### src/rtl/record_bubble_sort_grouped_macros.svh
// Assertion macros for the record bubble sort block.
`ifndef RECORD_BUBBLE_SORT_GROUPED_MACROS_SVH
`define RECORD_BUBBLE_SORT_GROUPED_MACROS_SVH

`ifndef ASSERT_OFF
// Check that cons holds in the same cycle as ante.
`define RBSG_ASSERT_SAME(lbl, ante, cons) \
  lbl: assert property (@(posedge clk) disable iff (rst) (ante) |-> (cons)) \
    else $error("rbsg same-cycle check failed");
// Check that cons holds in the cycle after ante.
`define RBSG_ASSERT_NEXT(lbl, ante, cons) \
  lbl: assert property (@(posedge clk) disable iff (rst) (ante) |=> (cons)) \
    else $error("rbsg next-cycle check failed");
`else
`define RBSG_ASSERT_SAME(lbl, ante, cons)
`define RBSG_ASSERT_NEXT(lbl, ante, cons)
`endif

`endif

### src/rtl/rbsg_pkg.sv
// Shared types and constants for the record bubble sort block.
package rbsg_pkg;

  localparam int MEM_BYTES        = 1024;
  localparam int MAX_RECORD_BYTES = 16;
  localparam int MAX_RECORDS      = 64;

  localparam int ADDR_W    = $clog2(MEM_BYTES);
  localparam int LEN_W     = 5;
  localparam int CNT_W     = 7;
  localparam int OFF_W     = 4;
  localparam int HOLD_W    = $clog2(MAX_RECORD_BYTES);
  localparam int PAPB_W    = 5;
  localparam int FETCH_N   = 6;
  localparam int STEP_W    = 3;

  typedef enum logic [1:0] {
    CMD_WRITE = 2'd0,
    CMD_SORT  = 2'd1,
    CMD_READ  = 2'd2
  } cmd_t;

  typedef enum logic [2:0] {
    REG_KEY_OFFSET    = 3'd0,
    REG_G1_USED       = 3'd1,
    REG_G1_OFFSET     = 3'd2,
    REG_G2_USED       = 3'd3,
    REG_G2_OFFSET     = 3'd4,
    REG_RECORD_BYTES  = 3'd5,
    REG_RECORD_COUNT  = 3'd6,
    REG_ASCENDING     = 3'd7
  } reg_idx_t;

  typedef enum logic [3:0] {
    S_IDLE,
    S_RDWAIT,
    S_PASS,
    S_FETCH,
    S_DECIDE,
    S_SAVE,
    S_COPY,
    S_REST,
    S_NEXT,
    S_DONE
  } state_t;

  typedef struct packed {
    logic [OFF_W-1:0] key_offset;
    logic             first_group_used;
    logic [OFF_W-1:0] first_group_offset;
    logic             second_group_used;
    logic [OFF_W-1:0] second_group_offset;
    logic [LEN_W-1:0] record_bytes;
    logic [CNT_W-1:0] record_count;
    logic             ascending;
  } cfg_t;

  typedef struct packed {
    logic              valid;
    logic [1:0]        cmd;
    logic [ADDR_W-1:0] addr;
    logic [7:0]        data;
  } req_t;

  typedef struct packed {
    logic             valid;
    logic [7:0]       read_byte;
    logic [CNT_W-1:0] passes;
  } res_t;

endpackage

### src/rtl/rbsg_regs.sv
// Configuration register file behind the APB-style port.
module rbsg_regs (
  input  logic                          clk,
  input  logic                          rst,
  input  logic                          psel,
  input  logic                          penable,
  input  logic                          pwrite,
  input  logic [rbsg_pkg::PAPB_W-1:0]   paddr,
  input  logic [31:0]                   pwdata,
  output logic [31:0]                   prdata,
  output logic                          pready,
  output rbsg_pkg::cfg_t                cfg
);
  import rbsg_pkg::*;

  logic     wr;
  reg_idx_t idx;

  assign pready = 1'b1;
  assign wr     = psel & penable & pwrite;
  assign idx    = reg_idx_t'(paddr[PAPB_W-1:2]);

  always_ff @(posedge clk) begin
    if (rst) begin
      cfg.key_offset          <= '0;
      cfg.first_group_used    <= 1'b0;
      cfg.first_group_offset  <= '0;
      cfg.second_group_used   <= 1'b0;
      cfg.second_group_offset <= '0;
      cfg.record_bytes        <= LEN_W'(1);
      cfg.record_count        <= '0;
      cfg.ascending           <= 1'b1;
    end else if (wr) begin
      case (idx)
        REG_KEY_OFFSET:   cfg.key_offset          <= pwdata[OFF_W-1:0];
        REG_G1_USED:      cfg.first_group_used    <= pwdata[0];
        REG_G1_OFFSET:    cfg.first_group_offset  <= pwdata[OFF_W-1:0];
        REG_G2_USED:      cfg.second_group_used   <= pwdata[0];
        REG_G2_OFFSET:    cfg.second_group_offset <= pwdata[OFF_W-1:0];
        REG_RECORD_BYTES: cfg.record_bytes        <= pwdata[LEN_W-1:0];
        REG_RECORD_COUNT: cfg.record_count        <= pwdata[CNT_W-1:0];
        REG_ASCENDING:    cfg.ascending           <= pwdata[0];
        default:          ;
      endcase
    end
  end

  always_comb begin
    prdata = '0;
    case (idx)
      REG_KEY_OFFSET:   prdata = 32'(cfg.key_offset);
      REG_G1_USED:      prdata = 32'(cfg.first_group_used);
      REG_G1_OFFSET:    prdata = 32'(cfg.first_group_offset);
      REG_G2_USED:      prdata = 32'(cfg.second_group_used);
      REG_G2_OFFSET:    prdata = 32'(cfg.second_group_offset);
      REG_RECORD_BYTES: prdata = 32'(cfg.record_bytes);
      REG_RECORD_COUNT: prdata = 32'(cfg.record_count);
      REG_ASCENDING:    prdata = 32'(cfg.ascending);
      default:          prdata = '0;
    endcase
  end

endmodule

### config.mk
export PLATFORM = sky130hd
export DESIGN_NAME = rbsg_regs
export DESIGN_NICKNAME = d
export VERILOG_FILES = /design/src/rtl/record_bubble_sort_grouped_macros.svh /design/src/rtl/rbsg_pkg.sv /design/src/rtl/rbsg_regs.sv
export SDC_FILE = /design/constraint.sdc
export NUM_CORES = 1
export LEC_CHECK = 0
export BUFFER_PORTS_ARGS = -buffer_cell sky130_fd_sc_hd__buf_2
export CAP_MARGIN = 40
export CELL_PAD_IN_SITES_DETAIL_PLACEMENT = 0
export CELL_PAD_IN_SITES_GLOBAL_PLACEMENT = 2
export CORE_ASPECT_RATIO = 1.2
export CORE_MARGIN = 2
export CORE_UTILIZATION = 22
export CTS_BUF_LIST = sky130_fd_sc_hd__clkbuf_16
export CTS_CLUSTER_SIZE = 12
export DETAILED_ROUTE_END_ITERATION = 7
export MAX_ROUTING_LAYER = met4
export PLACE_DENSITY = 0.8
export SYNTH_ARGS = -nofsm -noshare
export SYNTH_HDL_FRONTEND = slang
export SYNTH_SLANG_ARGS = --single-unit
### constraint.sdc
create_clock -name clk -period 1.73 [get_ports clk]
set_input_delay 0.346 -clock clk [delete_from_list [all_inputs] [get_ports clk]]
set_output_delay 0.346 -clock clk [all_outputs]
set_load 0.005 [all_outputs]
# After elaboration in Yosys (flattened, before gate mapping)
# Index checks and enable logic that the tools add are counted.
# word_totals
ff_bits	27
in_bits	42
output_inout_bits	60
elab_cells	27
# classes
n_eq_ne	7
muxes	1
n_bitwise	2
n_reduce_logical	9
# op_table
cell	n
$pmux 32 s8	1
$reduce_and 2->1	8
$eq 3x3->1 const B	4
$eq 3x2->1 const B	2
$eq 3x1->1 const B	1
$logic_not 3->1	1
$and 1x1->1	2

# Depth between registers and ports, before layout
# logic_depth
depth_word	3
mapped_depth	5
mapped_depth_nobuf	3

# Least setup slack after synthesis
# No wires, ideal clock.
# synth_path
kind	input-to-output
start	in paddr[3] (netlist name)
end	out prdata[0]
arrival_ps	1130
t_required_ps	1384
slack_ps	254
cell_stages	5
path_buffers	2
cell_sequence	buf_2 -> buf_4 -> nand4b_1 -> o21ai_1 -> a311o_1
# synth_between
elab_chain_cells	2
word_cells_on_any_way	9
cone_classes	7 x eq/ne; 1 x mux; 1 x reduce/logical
# synth_lines
element	line	source
start: declaration	rbsg_regs.sv:8	input logic [rbsg_pkg::PAPB_W-1:0] paddr,
$eq 3x3->1, or another cell as far along	rbsg_regs.sv:50	case (idx)
$pmux 32 s8 (*)	rbsg_regs.sv:50	
end: declaration	rbsg_regs.sv:10	output logic [31:0] prdata,
# Mark *: on every way between the ends. The rest lies on a longest branch, timed or not. The select of a mux whose other input is x is not followed.

# Final worst setup path
# Ends and elaborated chain as after synthesis.

==> results.sh <==
export IMPL_grt_util_all_layers_pct=10.4
export IMPL_largest_register_ffs=27
export IMPL_fin_nets=265
export IMPL_synth_top_area_share_pct=33.9
export IMPL_outcome="completed"
export IMPL_drtIter0Drc=54
export IMPL_clock_path_buffers=2
export IMPL_die_area_um2=7940
export IMPL_wl_per_cell_um=13.1
export IMPL_synth_area_leaders="dfxtp_1 34%, mux2i_1 20%, nand2b_1 14%, buf_4 13%, and3_1 1.6%"
export IMPL_route_met2_wl_mm=2.03
export IMPL_top_regs="cfg x27"
export IMPL_post_place_cells=308
export IMPL_grt_antenna_before_repair=0
export IMPL_top_layer="met4"
export IMPL_finalClockSkew_ns=0
export IMPL_antenna_cells=0
export IMPL_worstSetupPathType="in2out"
export IMPL_layout_cells_non_filler=312
export IMPL_yosysWarnings=0
export IMPL_wirelength_mm=4.10
export IMPL_grt_max_degree=23
export IMPL_fillers=803
export IMPL_register_area_um2=541
export IMPL_insertion_delay_ns=0.26
export IMPL_htree_levels=1
export IMPL_path_clk_slew_ns=0.07
export IMPL_fin_crit_ns=1.66
export IMPL_stdcell_area_um2=1950
export IMPL_r2r_setup_slack_ns=1.07
export IMPL_yosys_area_top_type="dfxtp_1"
export IMPL_viasPerCell=4.06
export IMPL_drc=0
export IMPL_synthFlopType="dfxtp_1"
export IMPL_crit_fanout=11
export IMPL_reg2reg_depth=2
export IMPL_grt_pass1_wl_mm=6.11
export IMPL_pwr_share_comb_pct=11.2
export IMPL_p_clk_share_pct=40.6
export IMPL_peakVddDrop_uv=507
export IMPL_power_switching_mw=0.304
export IMPL_root_buffer="clkbuf_16"
export IMPL_die_x_um=81.7
export IMPL_postCtsHoldBufs=0
export IMPL_numClockSinks=27
export IMPL_gp_congestion=0.700
export IMPL_cp_startpoint="paddr[3]"
export IMPL_holdCritStartpoint="pwdata[6]"
export IMPL_cp_required_ns=1.38
export IMPL_endpoint_kind="output pin"
export IMPL_setup_viol=0
export IMPL_multi_input_area_um2=910
export IMPL_area_growth_pct=22.2
export IMPL_grt_pass1_vias=1178
export IMPL_cts_tree="built"
export IMPL_top_register="cfg"
export IMPL_clock_fmax_ghz=0.602
export IMPL_core_area_um2=7150
export IMPL_dp_hpwl_mm=3.19
export IMPL_syn_area_um2=1590
export IMPL_hold_depth=3
export IMPL_gr_total_overflow=0
export IMPL_rsz0062_at_grt="no"
export IMPL_die_h_um=97.2
export IMPL_p_int_mw=1.00
export IMPL_r2r_start="cfg[9]"
export IMPL_drv_cap=0
export IMPL_synth_async_reset_ratio_pct=0
export IMPL_ios=102
export IMPL_initial_utilization_pct=22.3
export IMPL_ys_seq_area_share_pct=33.9
export IMPL_m1WireLength_mm=1.77
export IMPL_final_util_pct=27.2
export IMPL_drive_gt1_share_pct=29.3
export IMPL_start_kind="input port"
export IMPL_cts_made_buffers=3
export IMPL_synthCells=174
export IMPL_finalHoldViolCount=0
export IMPL_wl_met3_um=244
export IMPL_p_leak_nw=1.00
export IMPL_powerDensity_nw_per_um2=670
export IMPL_placed_area_um2=1850
export IMPL_synth_distinct_cells=31
export IMPL_period_share_pct=96.0
export IMPL_switching_share_pct=23.3
export IMPL_ys_seq_elements=27
export IMPL_yosys_top_cells_count="35 x nand2b_1, 32 x mux2i_1, 27 x buf_4, 27 x dfxtp_1, 6 x nor2_1"
export IMPL_first_pass_iters=4
export IMPL_post_cts_buffers=0
export IMPL_ant_nets=0
export IMPL_via_count=1268
export IMPL_io_buffers=48
export IMPL_slew_viol_final=0
export IMPL_hold_path_class="in2reg"
export IMPL_yosysMostFrequentCell="nand2b_1"
export IMPL_synth_edf_count=0
export IMPL_syn_avg_cell_area_um2=9.15
export IMPL_critPathArrivalTime_ns=1.31
export IMPL_row_count=34
export IMPL_p_seq_share_pct=48.3
export IMPL_tns_ns=0
placed cells by master (no fill, tap or decap), types with 3 or more instances in the layout:
| cell | n |
|---|---|
| a22oi_1 | 3 |
| nor2_1 | 6 |
| dfxtp_1 | 27 |
| clkbuf_16 | 3 |
| nand2b_1 | 35 |
| buf_2 | 47 |
| and3_1 | 4 |
| buf_4 | 8 |
| mux2i_1 | 32 |
| conb_1 | 26 |
worst paths after layout:
check	to
min	cfg[7]
max	prdata[0]
min reg2reg	cfg[7]
max reg2reg	cfg[9]
layout make-up:
class                      instances  area share (%)
timing repair buffer              55            15.2
inverter                           2           0.386
clock buffer                       3            3.86
tap                               90            5.79
multi-input combinational        134            46.8
clock inverter                     1           0.257
sequential                        27            27.8
logic make-up (layout without fill, tap and decap cells):
kind of cell,count (synthesis),after routing,synth area share [%]
AOI/OAI and AO/OA,15,15,6.60
buffers and inverters,37,61,15.4
DFF,27,27,33.9
muxes,33,33,20.8
other,2,26,0.472
and+or+nand+nor,60,60,22.8
stage by stage:
step	setup WS (ns)	hold slack (ns)	total power, mW
2_1_floorplan	0.254	0.474	0.772
3_3_place_gp	-0.00691	0.473	0.786
3_5_place_dp	-0.00893	0.482	0.786
4_1_cts	0.0622	0.347	1.32
5_1_grt	0.00462	0.351	1.36
6_report	0.0700	0.338	1.30
power groups by stage:
| stage | clock, mW | combinational (mW) | sequential, mW |
|---|---|---|---|
| after detailed placement | 0 | 0.142 | 0.644 |
| after global placement | 0 | 0.142 | 0.644 |
| final | 0.529 | 0.146 | 0.629 |
| after floorplan | 0 | 0.129 | 0.644 |
| after global routing | 0.570 | 0.162 | 0.630 |
| after CTS | 0.543 | 0.144 | 0.629 |
metal layers:
metal  up-vias  track usage [%]
li1        632                -
met4         0             3.08
met5         -                -
met3         4             2.42
met1       592             12.4
met2        40             17.3
critical path, stage by stage:
cell,delay (ns)
buf_4,0.18
mux2i_1,0.25
o22ai_1,0.11
a311o_1,0.29
buf_2,0.14
timing repair:
item / 4_1_cts / 5_1_grt
endpoints found under the setup margin: 1 / 3
pin swaps: 0 / 1
resized for setup: 1 / 2
cloned: 0 / 0
Note: power is estimated with default switching activity, not from simulation.
